===== config.mk =====
export PLATFORM = sky130hd
export DESIGN_NAME = nla_table
export DESIGN_NICKNAME = d
export VERILOG_FILES = /design/src/hw/rtl/nla_pkg.sv /design/src/hw/rtl/nla_table.sv
export SDC_FILE = /design/constraint.sdc
export NUM_CORES = 2
export LEC_CHECK = 0
export ABC_CLOCK_PERIOD_IN_PS = 6400
export BUFFER_PORTS_ARGS = -buffer_cell sky130_fd_sc_hd__buf_2
export CORE_MARGIN = 2
export CORE_UTILIZATION = 58
export CTS_CLUSTER_DIAMETER = 150
export CTS_CLUSTER_SIZE = 30
export DETAILED_ROUTE_END_ITERATION = 12
export PLACE_DENSITY = 0.74
export SLEW_MARGIN = 30
export SYNTH_ARGS = -nofsm -noshare
export SYNTH_HDL_FRONTEND = slang
export SYNTH_SLANG_ARGS = --single-unit

===== constraint.sdc =====
create_clock -name clk -period 6.4 [get_ports clk]
set_clock_uncertainty 0.05 [all_clocks]
set_input_delay 0.32 -clock clk [delete_from_list [all_inputs] [get_ports clk]]
set_output_delay 0.32 -clock clk [all_outputs]
set_load 0.05 [all_outputs]

===== src/hw/rtl/nla_pkg.sv =====
// Package for the nearest landmark association block.
// Holds widths, the opcode and sequencer state types and the table entry layout.
// No dependencies.
package nla_pkg;

    localparam int ID_W             = 16;
    localparam int COORD_W          = 24;
    localparam int MAG_W            = COORD_W + 1;
    localparam int SQ_W             = 2 * MAG_W;
    localparam int SUM_W            = SQ_W + 1;
    localparam int DIST_W           = 52;
    localparam int MAX_LANDMARKS_DEF = 64;

    typedef enum logic [1:0] {
        OP_CLEAR = 2'd0,
        OP_LOAD  = 2'd1,
        OP_QUERY = 2'd2
    } op_t;

    typedef enum logic [2:0] {
        S_IDLE,
        S_RD,
        S_DX,
        S_DY,
        S_CMP,
        S_DONE
    } state_t;

    typedef struct packed {
        logic signed [COORD_W-1:0] y;
        logic signed [COORD_W-1:0] x;
        logic [ID_W-1:0]           id;
    } entry_t;

endpackage


===== src/hw/rtl/nla_table.sv =====
// Landmark table memory: one write port, one registered read port.
// Depends on nla_pkg.
module nla_table #(
    parameter int DEPTH = nla_pkg::MAX_LANDMARKS_DEF,
    parameter int AW    = (DEPTH > 1) ? $clog2(DEPTH) : 1
) (
    input  logic            clk,
    input  logic            wr_en,
    input  logic [AW-1:0]   wr_addr,
    input  nla_pkg::entry_t wr_data,
    input  logic [AW-1:0]   rd_addr,
    output nla_pkg::entry_t rd_data
);
    import nla_pkg::*;

    entry_t mem [DEPTH];
    entry_t rd_data_reg;

    always_ff @(posedge clk)
    begin
        if (wr_en)
        begin
            mem[wr_addr] <= wr_data;
        end
        rd_data_reg <= mem[rd_addr];
    end

    assign rd_data = rd_data_reg;

endmodule


# Yosys cells after proc, flatten, opt, wreduce, memory -nomap -nowiden
# Memories as Yosys holds them, arrays and structs flattened. A register that Yosys moved wholly into a read port is not among the register bits.
# Index checks and enable logic that the tools add are counted.
[word_totals]
register_bits = 0
mem_bits_rw = 4096
output_inout_bits = 64
memories = 1
[memory_table]
columns = ["memory", "depth", "word_bits", "rd", "rd_ports_with_merged_regs", "wr", "line_no", "source"]
rows = [
  ["mem", 64, 64, 1, 1, 1, "nla_table.sv:16", "entry_t mem [DEPTH];"],
]
[op_classes]
mux = 2
[op_table]
columns = ["op", "n"]
rows = [
  ["2-to-1 mux 1 bit", 2],
]

# Depth between registers and ports, before layout
[logic_depth]
ltp_word = 2
depth_mapped = 9
ltp_nobuf = 5

# Least setup slack after synthesis
# OpenSTA, ideal clock, no wires.
[synth_timing]
path_type = "input to register"
startpoint = "input wr_addr[3]"
endpoint = "memory mem[48][0] (netlist bit), enable pin"
setup_time_ns = 0.564
arrival_time_ns = 5.192
slack_ns = 0.594
path_stages = 4
n_path_buf = 1
cell_sequence = "clkbuf_1 > nor2b_1 > nand4b_1 > nor3_1"
[synth_lines]
columns = ["item", "line_no", "source"]
rows = [
  ["start: declaration", "nla_table.sv:9", "input logic [AW-1:0] wr_addr,"],
  ["end: declaration", "nla_table.sv:16", ""],
]
# No word-level cell before the write port.

# Worst setup path in the final report
[layout_timing]
startpoint = "input wr_en"
endpoint = "memory mem[6][48] (netlist bit), enable pin"
[layout_between]
elab_chain_len = 2
[layout_rtl]
columns = ["item", "line_no", "source"]
rows = [
  ["start: declaration", "nla_table.sv:8", "input logic wr_en,"],
  ["2-to-1 mux 1 bit", "nla_table.sv:21", "if (wr_en)"],
  ["2-to-1 mux 1 bit (implied by the code)", "nla_table.sv:23", "mem[wr_addr] <= wr_data;"],
]
# No other way between the ends.

==> flow_summary.ini <==
[status]
status = finished, final reports clean

[cts]
post-cts-setup-buffer-count = 0
cts_made_buffers = 156
cts_tree = yes
cts_htree_levels = 4
cts_resized = 0
cts.sinks = 4160
cts.path.max_buffers = 3
path_clk_slew_ps = 110
cts_root_buf = clkbuf_16
insertion_delay_ps = 920

[sta]
worst_pin_slew_ps = 1090
min_period_ps = 2870
finalCritPeriodShare = 0.449
tns_ps = 0
setup_viol = 0
max_freq_ghz = 0.348
worst_slack_ps = 3530
rsz0062_at_grt = no
finalHoldViolations = 0
max_slew_margin = 0.274
hold-worst-slack_ps = 52.8
slew_viol_final = 0

[floorplan]
rows = 190
start_util = 0.583
die_h_um = 523
fp.dieW_um = 523
core_area_um2 = 268000
dieArea_um2 = 274000
ioPinCount = 142

[drt]
drc = 0
routedWlPerCell_um = 38.6
drt_iter0_drc = 12900
route.vias.total = 75200
avgViaCountPerCell = 7.17
top_layer = met5
dr_wl_met2_mm = 193
dr_wl_met3_mm = 51.2
drt-total-wl_mm = 405
ant_nets = 0
dr.pass1.iters = 6
met1_length_mm = 145

[power]
peakVddDrop_uv = 383
power_density_nw_per_um2 = 272
power_leakage_nw = 51.0

[critical_path]
path_depth = 5
crit_path_cell_trace = buf_2, nor2b_1, nand3_1, nor2_4, buf_4
r2r-end = rd_data[36]
path_buf_inv = 2
cpMaxStageDelayCell = nor2_4
reg2reg_from = mem[36][36]
rrSetupSlack_ps = 4170
path_class = in2reg
cp_max_fo = 29
endpoint = mem[6][48]
cp-start-kind = primary input
cpLargestDelayFamily = simple AND/OR/NAND/NOR gates
required_ps = 6900
max_stage_delay_ps = 1050
ff2ff_path_depth = 4
critPathArrivalTime_ps = 3380
cp-end-kind = register
startpoint = wr_en

[global_routing]
grt_pass1_wl_mm = 566
grt_max_degree = 129
antenna_found_initial = 26
first_global_vias = 73100
grt.overflow.total = 0
grt.total_usage = 0.298

[yosys]
synth_top_area_share = 0.787
yosysWarnings = 0
syn_inst = 6598
syn-num-nets = 6676
yosys.area.top_type = edfxtp_1
synth.distinct_cells = 33
synth_seq_area_share = 0.795
synthTopCellsByArea = edfxtp_1, mux4_2, mux2i_1
syn_avg_cell_area_um2 = 23.7
ys_ff_latch = 4160
syn_area_um2 = 156000

[place]
dp_slack_ps = 2670
place.gp.congestion = 0.808
dp_hpwl_mm = 220
io_buffers = 141

[final_layout]
area_delta_synth_final_pct = 7.52
fill_cells = 17300
drive_gt1_frac = 0.238
final_cell_mix = edfxtp_1, mux4_2, buf_4
largest_reg_flops = 4096
layout_commonest_cell = edfxtp_1
nets = 6873

[flow_run]
cap_violations = 0

[worst_hold_path]
worstHoldPathType = in2reg
## power breakdown
part / total (W) / switching [W] / internal, W
clock network: 0.0127 / 0.00792 / 0.00480
registers: 0.0303 / 0.000164 / 0.0301
logic: 0.00278 / 0.00181 / 0.000971
## worst reg2reg max path: stages, from the launching register on
cell and delay [ps]:
edfxtp_1 410, mux4_2 460, or3_1 330, a41oi_1 570
a211oi_1 240
## logic make-up after synthesis
logic type	after synthesis	synth area share
AND/OR/NAND/NOR	386	0.0124
flip-flops	4160	0.795
AO/OA/AOI/OAI	504	0.0248
buffers and inverters	389	0.0118
multiplexers	1159	0.156
## per-stage QoR
stage / power (W) / cells / cell area [um2] / util
4_1_cts: 0.0458 / 10400 / 167000 / 0.624
3_5_place_dp: 0.0336 / 10100 / 163000 / 0.607
5_1_grt: 0.0468 / 10500 / 168000 / 0.627
6_report: 0.0458 / 10500 / 168000 / 0.627
2_1_floorplan: 0.0324 / 6598 / 156000 / -
3_3_place_gp: 0.0336 / 10100 / 162000 / 0.605
## Yosys cell counts
| cell | n |
|---|---|
| edfxtp_1 | 4096 |
| mux4_2 | 1024 |
| buf_2 | 170 |
| a22oi_1 | 168 |
| clkbuf_1 | 140 |
| mux2i_1 | 135 |
| nor2_1 | 112 |
| a22o_1 | 88 |
| o22ai_1 | 83 |
| and3_1 | 64 |
| dfxtp_1 | 64 |
| a211oi_1 | 63 |
| nand2_1 | 58 |
| nand3_1 | 45 |
| o221ai_1 | 38 |
| buf_4 | 34 |
| or3_1 | 29 |
| nor2b_1 | 28 |
| or2_2 | 28 |
| a41oi_1 | 26 |
| buf_1 | 20 |
| a2bb2oi_1 | 19 |
| inv_1 | 19 |
| a31oi_1 | 18 |
| nand2b_1 | 11 |
| buf_6 | 6 |
| and2_1 | 3 |
| nand3b_1 | 2 |
| nand4_1 | 2 |
| nor3_1 | 2 |
| a31o_1 | 1 |
| nand4b_1 | 1 |
| or3b_2 | 1 |
## worst min-delay path by stage
stage                startpoint           to  slack (ps)  depth (start not counted)
floorplan            wr_data[0]    mem[0][0]         370                          0
global placement    rd_data[10]  rd_data[10]         750                          1
detailed placement   rd_data[0]   rd_data[0]         750                          1
CTS                 wr_data[52]  mem[27][52]           3                          1
global route        wr_data[42]  mem[32][42]          60                          2
finish              wr_data[42]  mem[34][42]          50                          2
## per-layer routing
layer,GRT usage,vias to the layer above
li1,-,28600
met3,0.0624,709
met1,0.429,40400
met2,0.466,5497
met5,0,-
met4,0.100,8
## repair_timing
| action | 4_1_cts | 5_1_grt |
|---|---|---|
| endpoints found under the setup margin | 0 | 0 |
| hold buffers | 12 | 51 |
| hold endpoints to repair | 768 | 3264 |
## cell type report
type,instances,area (um2),share of cell area
Clock buffer,267,4340,0.0258
Timing Repair Buffer,409,3870,0.0230
Inverter,19,71.3,0.000424
Tap cell,3552,4440,0.0264
Sequential cell,4160,124000,0.739
Clock inverter,15,292,0.00173
Multi-Input combinational cell,2049,30800,0.183
Antenna cell,16,40.0,0.000238
(Power assumes the default switching activity.)
