===== config.mk =====
export PLATFORM = sky130hd
export DESIGN_NAME = nla_sq_unit
export DESIGN_NICKNAME = d
export VERILOG_FILES = /design/src/hw/rtl/nla_pkg.sv /design/src/hw/rtl/nla_sq_unit.sv
export SDC_FILE = /design/constraint.sdc
export NUM_CORES = 1
export LEC_CHECK = 0
export BUFFER_PORTS_ARGS = -buffer_cell sky130_fd_sc_hd__buf_2
export CORE_MARGIN = 2
export CORE_UTILIZATION = 35
export CTS_CLUSTER_SIZE = 25
export DETAILED_ROUTE_END_ITERATION = 7
export GPL_ROUTABILITY_DRIVEN = 0
export GPL_TIMING_DRIVEN = 0
export HOLD_SLACK_MARGIN = 0.12
export SYNTH_ARGS = -nofsm -noshare
export SYNTH_HDL_FRONTEND = slang
export SYNTH_SLANG_ARGS = --single-unit

===== constraint.sdc =====
create_clock -name clk -period 14.6 [get_ports clk]
set_clock_uncertainty 0.05 [all_clocks]
set_input_delay 2.92 -clock clk [delete_from_list [all_inputs] [get_ports clk]]
set_output_delay 2.92 -clock clk [all_outputs]
set_load 0.02 [all_outputs]

===== src/hw/rtl/nla_pkg.sv =====
// Package for the nearest landmark association block.
// Holds widths, the opcode and sequencer state types and the table entry layout.
// No dependencies.
package nla_pkg;

    localparam int ID_W             = 16;
    localparam int COORD_W          = 24;
    localparam int MAG_W            = COORD_W + 1;
    localparam int SQ_W             = 2 * MAG_W;
    localparam int SUM_W            = SQ_W + 1;
    localparam int DIST_W           = 52;
    localparam int MAX_LANDMARKS_DEF = 64;

    typedef enum logic [1:0] {
        OP_CLEAR = 2'd0,
        OP_LOAD  = 2'd1,
        OP_QUERY = 2'd2
    } op_t;

    typedef enum logic [2:0] {
        S_IDLE,
        S_RD,
        S_DX,
        S_DY,
        S_CMP,
        S_DONE
    } state_t;

    typedef struct packed {
        logic signed [COORD_W-1:0] y;
        logic signed [COORD_W-1:0] x;
        logic [ID_W-1:0]           id;
    } entry_t;

endpackage


===== src/hw/rtl/nla_sq_unit.sv =====
// Shared squared-difference unit: (a - b)^2 with a registered product.
// Depends on nla_pkg.
module nla_sq_unit (
    input  logic                               clk,
    input  logic                               en,
    input  logic signed [nla_pkg::COORD_W-1:0] a,
    input  logic signed [nla_pkg::COORD_W-1:0] b,
    output logic [nla_pkg::SQ_W-1:0]           sq
);
    import nla_pkg::*;

    logic signed [MAG_W-1:0] diff;
    logic [MAG_W-1:0]        mag;
    logic [SQ_W-1:0]         sq_reg;

    always_comb
    begin
        diff = {a[COORD_W-1], a} - {b[COORD_W-1], b};
        // magnitude fits MAG_W bits unsigned, including the most negative difference
        mag  = diff[MAG_W-1] ? MAG_W'(-diff) : MAG_W'(diff);
    end

    always_ff @(posedge clk)
    begin
        if (en)
        begin
            sq_reg <= mag * mag;
        end
    end

    assign sq = sq_reg;

endmodule


Yosys cells after proc, flatten, opt, wreduce, memory -nomap -nowiden:

Index checks and enable logic that the tools add are counted.

* register bits after elaboration: 50
* input bits: 50
* output and inout port bits: 50
* logic and storage cells: 5

* add/subtract/negate cells: 2
* $mul: 1
* multiplexer cells: 1

Operators with widths (count)
* 25-bit by 25-bit multiplier with 50-bit output: 1
* 25-bit two-way mux: 1
* 25-bit negation: 1
* 24-bit by 24-bit subtractor with 25-bit output: 1

Longest topological paths before layout:

* depth in word-level cells: 4
* mapped depth: 40
* depth with buffers taken out: 38

Worst setup path before layout:

OpenSTA, ideal clock, no wires.

* path type: in2reg
* from: input a[0] (netlist bit)
* to: register sq_reg[48] (netlist: sq[48]) (data pin)
* setup time: 0.261 ns
* data arrival time: 11.648 ns
* data required time: 14.289 ns
* path slack: 2.641 ns
* stages: 38
* path buffers: 2
* cells stage by stage: inv_1 -> ha_1 -> fa_1 -> nand2b_1 -> a21oi_1 -> o2111ai_1 -> a21boi_0 -> nor2_1 -> nor4_1 -> and3_1 -> a21o_1 -> xnor2_2 -> buf_2 -> nor2_1 -> fa_1 -> inv_1 -> fa_1 -> inv_1 -> [... 2 more ...] -> fa_1 -> inv_1 -> fa_1 -> fa_1 -> inv_1 -> fa_1 -> inv_1 -> ha_1 -> clkbuf_1 -> o21a_1 -> a211oi_1 -> o31ai_1 -> nand2_1 -> a21oi_1 -> o2111ai_1 -> a31oi_1 -> nor4_1 -> a311o_1

* longest elaborated chain between the ends: 4

RTL lines
* from (decl): line nla_sq_unit.sv:6 `input logic signed [nla_pkg::COORD_W-1:0] a,`
* 24-bit by 24-bit subtractor with 25-bit output (*): line nla_sq_unit.sv:18 `diff = {a[COORD_W-1], a} - {b[COORD_W-1], b};`
* 25-bit negation: line nla_sq_unit.sv:20 `mag = diff[MAG_W-1] ? MAG_W'(-diff) : MAG_W'(diff);`
* 25-bit two-way mux (*): line nla_sq_unit.sv:20
* 25-bit by 25-bit multiplier with 50-bit output (*): line nla_sq_unit.sv:27 `sq_reg <= mag * mag;`
* to (signal assigned): line nla_sq_unit.sv:27
* to (decl): line nla_sq_unit.sv:14 `logic [SQ_W-1:0] sq_reg;`

Every way passes the cells marked *; elsewhere a longest branch is shown, timed or not.
A chain may end at the register's enable or synchronous reset.

Final worst setup path:

Ends and elaborated chain as after synthesis.

==> impl_table.tex <==
\begin{tabular}{lr}
\hline
Metric & Value \\
\hline
\multicolumn{2}{l}{\textbf{Worst setup path}} \\
\quad Buf/Inv on CP & 6 \\
\quad Critical path startpoint category & primary input \\
\quad Largest driver fanout on the critical path & 10 \\
\quad Worst path max stage delay & 670 ps \\
\quad Most repeated library cell on the critical path & fa\_1 \\
\quad Dominant delay contributor by cell family on the critical path & adder cells \\
\quad Worst Path Class, Setup & primary input to flip-flop \\
\quad Data arrival time at the worst-slack endpoint & 14120 ps \\
\quad Critical-path cell with the highest stage delay & clkbuf\_1 \\
\quad Required time of the worst setup path & 14650 ps \\
\quad Sort of element at the end of the critical path & flip-flop \\
\multicolumn{2}{l}{\textbf{Routing}} \\
\quad First-pass detailed-route iteration total & 7 \\
\quad DRC violation total after the first TritonRoute iteration & 1168 \\
\quad Average via count per standard cell & 4.98 \\
\quad Routed WL & 58500 um \\
\quad WL per Instance & between 15 and 20 um \\
\quad Detailed-route DRC error count & 0 \\
\quad Total via count in the routed design & 16000 \\
\quad Number of antenna-violating nets in the routed design & 0 \\
\multicolumn{2}{l}{\textbf{STA}} \\
\quad Final-report hold violation count & 0 \\
\quad Final setup fails & 0 \\
\quad Slew at the pin with the worst max-slew slack & 1330 ps \\
\quad Highest attainable clock frequency & about 70 MHz \\
\quad Fraction of the cycle the final worst path needs & 0.964 \\
\quad Post-layout minimum cycle time & 14070 ps \\
\quad Final Slew Violations & 0 \\
\quad Relative slew slack & 0.110 \\
\quad Setup repair after global routing missed its margin & false \\
\multicolumn{2}{l}{\textbf{Global routing}} \\
\quad Met1 demand-to-capacity share in global routing & 0.248 \\
\quad Most crowded layer after global routing & met2 \\
\quad Global-route wire length before repair & 95900 um \\
\quad Remaining global-route overflow & 0 \\
\quad Total global-route track usage & 0.198 \\
\quad GR met3 Demand/Resource & 0.0333 \\
\quad Number of antenna violations at the first check in global routing & 1 \\
\quad Largest net degree at the start of global routing & 50 \\
\quad Vias in the first global route & 17900 \\
\quad Met2 GRT Util & 0.343 \\
\multicolumn{2}{l}{\textbf{Synth}} \\
\quad Async set-or-reset flop fraction in the synthesized netlist & 0 \\
\quad Proportion of netlist area held by the largest area contributor & 0.445 \\
\quad Gate Count Post-Synth & 2303 \\
\quad Portion of the post-synthesis area used by sequential elements & 0.0697 \\
\quad Post-Synthesis Cell Area & 21100 um2 \\
\quad Most instantiated flip-flop cell in the synthesis netlist & edfxtp\_1 \\
\quad EDFF count, synth & slightly below 50 \\
\quad Synth warn & 0 \\
\quad Cell types with the largest area share after synthesis & fa\_1 (44\%), ha\_1 (12\%), inv\_1 (11\%), edfxtp\_1 (7.0\%), nor2\_1 (4.1\%) \\
\quad Synthesized area per cell & 9.17 um2 \\
\quad Count leader, synth & inv\_1 \\
\quad Flop and latch count out of synthesis & 49 \\
\quad Top cell types by occurrence after synthesis & inv\_1 (606), fa\_1 (469), nor2\_1 (229), ha\_1 (204), nand2\_1 (191) \\
\quad Cell type contributing the most total cell area after synthesis & fa\_1 \\
\quad Number of distinct standard cells referenced by the synthesized netlist & roughly 90 \\
\multicolumn{2}{l}{\textbf{Clock network}} \\
\quad CTS buffer count & 5 \\
\quad CTS tree & done \\
\quad Deepest level of the CTS H-tree & 2 \\
\quad \# clock sinks & 49 \\
\quad Post-CTS clock slew at the launch and capture registers of the worst setup and hold paths & around 80 ps \\
\quad CTS root buf & clkbuf\_16 \\
\quad Maximum buffer depth of the clock tree & 2 \\
\multicolumn{2}{l}{\textbf{Placed design}} \\
\quad Count of buffers inserted at the top-level ports & 98 \\
\quad Placed cell count & 3200 \\
\quad DP HPWL & 49200 um \\
\multicolumn{2}{l}{\textbf{Finish}} \\
\quad Number of nets in the layout & 3147 \\
\quad Layout overhead on the synthesized area & 8.36\% \\
\quad Number of flip-flops under the largest register name & 49 \\
\quad Number of filler cells placed in the layout & 6002 \\
\quad Non-filler instance count after layout & around 3200 \\
\quad Fraction of layout cells with a size suffix above 1 & 0.0854 \\
\quad Utilization of the core after routing & 0.381 \\
\multicolumn{2}{l}{\textbf{Die}} \\
\quad Floorplan die width & 250 um \\
\quad Vert. Die Dim & approximately 250 um \\
\quad Core Area & 60000 um2 \\
\quad Io pins & 100 \\
\quad Starting density of the core & 0.352 \\
\quad Total number of placement rows & 90 \\
\quad Floorplan die area & 62300 um2 \\
\multicolumn{2}{l}{\textbf{Outcome}} \\
\quad Outcome & completed \\
\multicolumn{2}{l}{\textbf{Job}} \\
\quad Max-capacitance violation count & 0 \\
\multicolumn{2}{l}{\textbf{Worst hold path}} \\
\quad Path class of the lowest-slack min-delay path & primary input to flip-flop \\
\hline
\end{tabular}
layout by cell type, fill, tap and decap left out, types with 5 or more instances in the layout:
cell type,count
and3_1,10
a31oi_1,10
nor2b_1,12
or2_2,5
ha_1,204
o21ai_0,37
xor2_1,30
and2_1,7
clkbuf_1,24
a21o_1,30
a21oi_1,61
nand2b_1,30
inv_1,606
nand2_1,191
clkbuf_16,5
inv_2,12
o21ai_1,8
nor2_1,229
nand4_1,5
nor3_1,11
o211ai_1,7
clkbuf_2,5
buf_2,129
nor4_1,5
xor2_2,5
o21a_1,14
a211oi_1,7
edfxtp_1,49
fa_1,469
conb_1,19
o31ai_1,5
nand3_1,22
xnor2_1,46
xnor2_2,6
cell type report:
class	instances	area [um2]	share of cell area
diodes	1	2.50	0.000109
plain buffers	67	334	0.0146
clock buffers	5	125	0.00547
clock inverters	3	68.8	0.00301
inverters	620	2330	0.102
multi-input cells	1583	17100	0.747
flip-flops and latches	49	1470	0.0643
well taps	782	978	0.0428
repair buffers	98	490	0.0214
per-layer routing:
| metal | vias to the layer above | part of all wire |
|---|---|---|
| met1 | 8051 | 0.40 |
| met5 | - | 0 |
| li1 | 7180 | - |
| met3 | 150 | 0.071 |
| met4 | 0 | 0.040 |
| met2 | 596 | 0.49 |
kinds of logic after synthesis:
group / synth area share
AO/OA/AOI/OAI: 0.0780
XOR/XNOR: 0.0414
adder cells (fa/ha/maj): 0.566
buffers and inverters: 0.126
flip-flops: 0.0697
multiplexers: 0.00255
other: 0.000356
AND/OR/NAND/NOR: 0.116
timing repair:
action                                  CTS  global route
gates resized for setup                   0            18
hold buffers                              0             0
endpoints found under the setup margin    0             9
setup buffers                             0             0
through the flow:
| stage | setup WS (ps) | setup TNS (ps) | hold slack (ps) | cell area, um2 |
|---|---|---|---|---|
| after floorplan | 2640 | 0 | 2980 | 21200 |
| after global placement | -268 | -746 | 3320 | 22600 |
| after detailed placement | -251 | -764 | 3310 | 22600 |
| after CTS | 91.7 | 0 | 3310 | 22800 |
| after global routing | 17.9 | 0 | 3350 | 22900 |
| final | 526 | 0 | 3320 | 22900 |
path summary, 6_finish.rpt:
path / startpoint / end / slack, ps / cells past startpoint
setup / recovery: a[0] / sq[48] / 530 / 35
hold / removal: b[0] / sq[0] / 3320 / 3
Power is not shown: default switching activity piles up to over one toggle a cycle in this logic, so the estimate is an artifact.
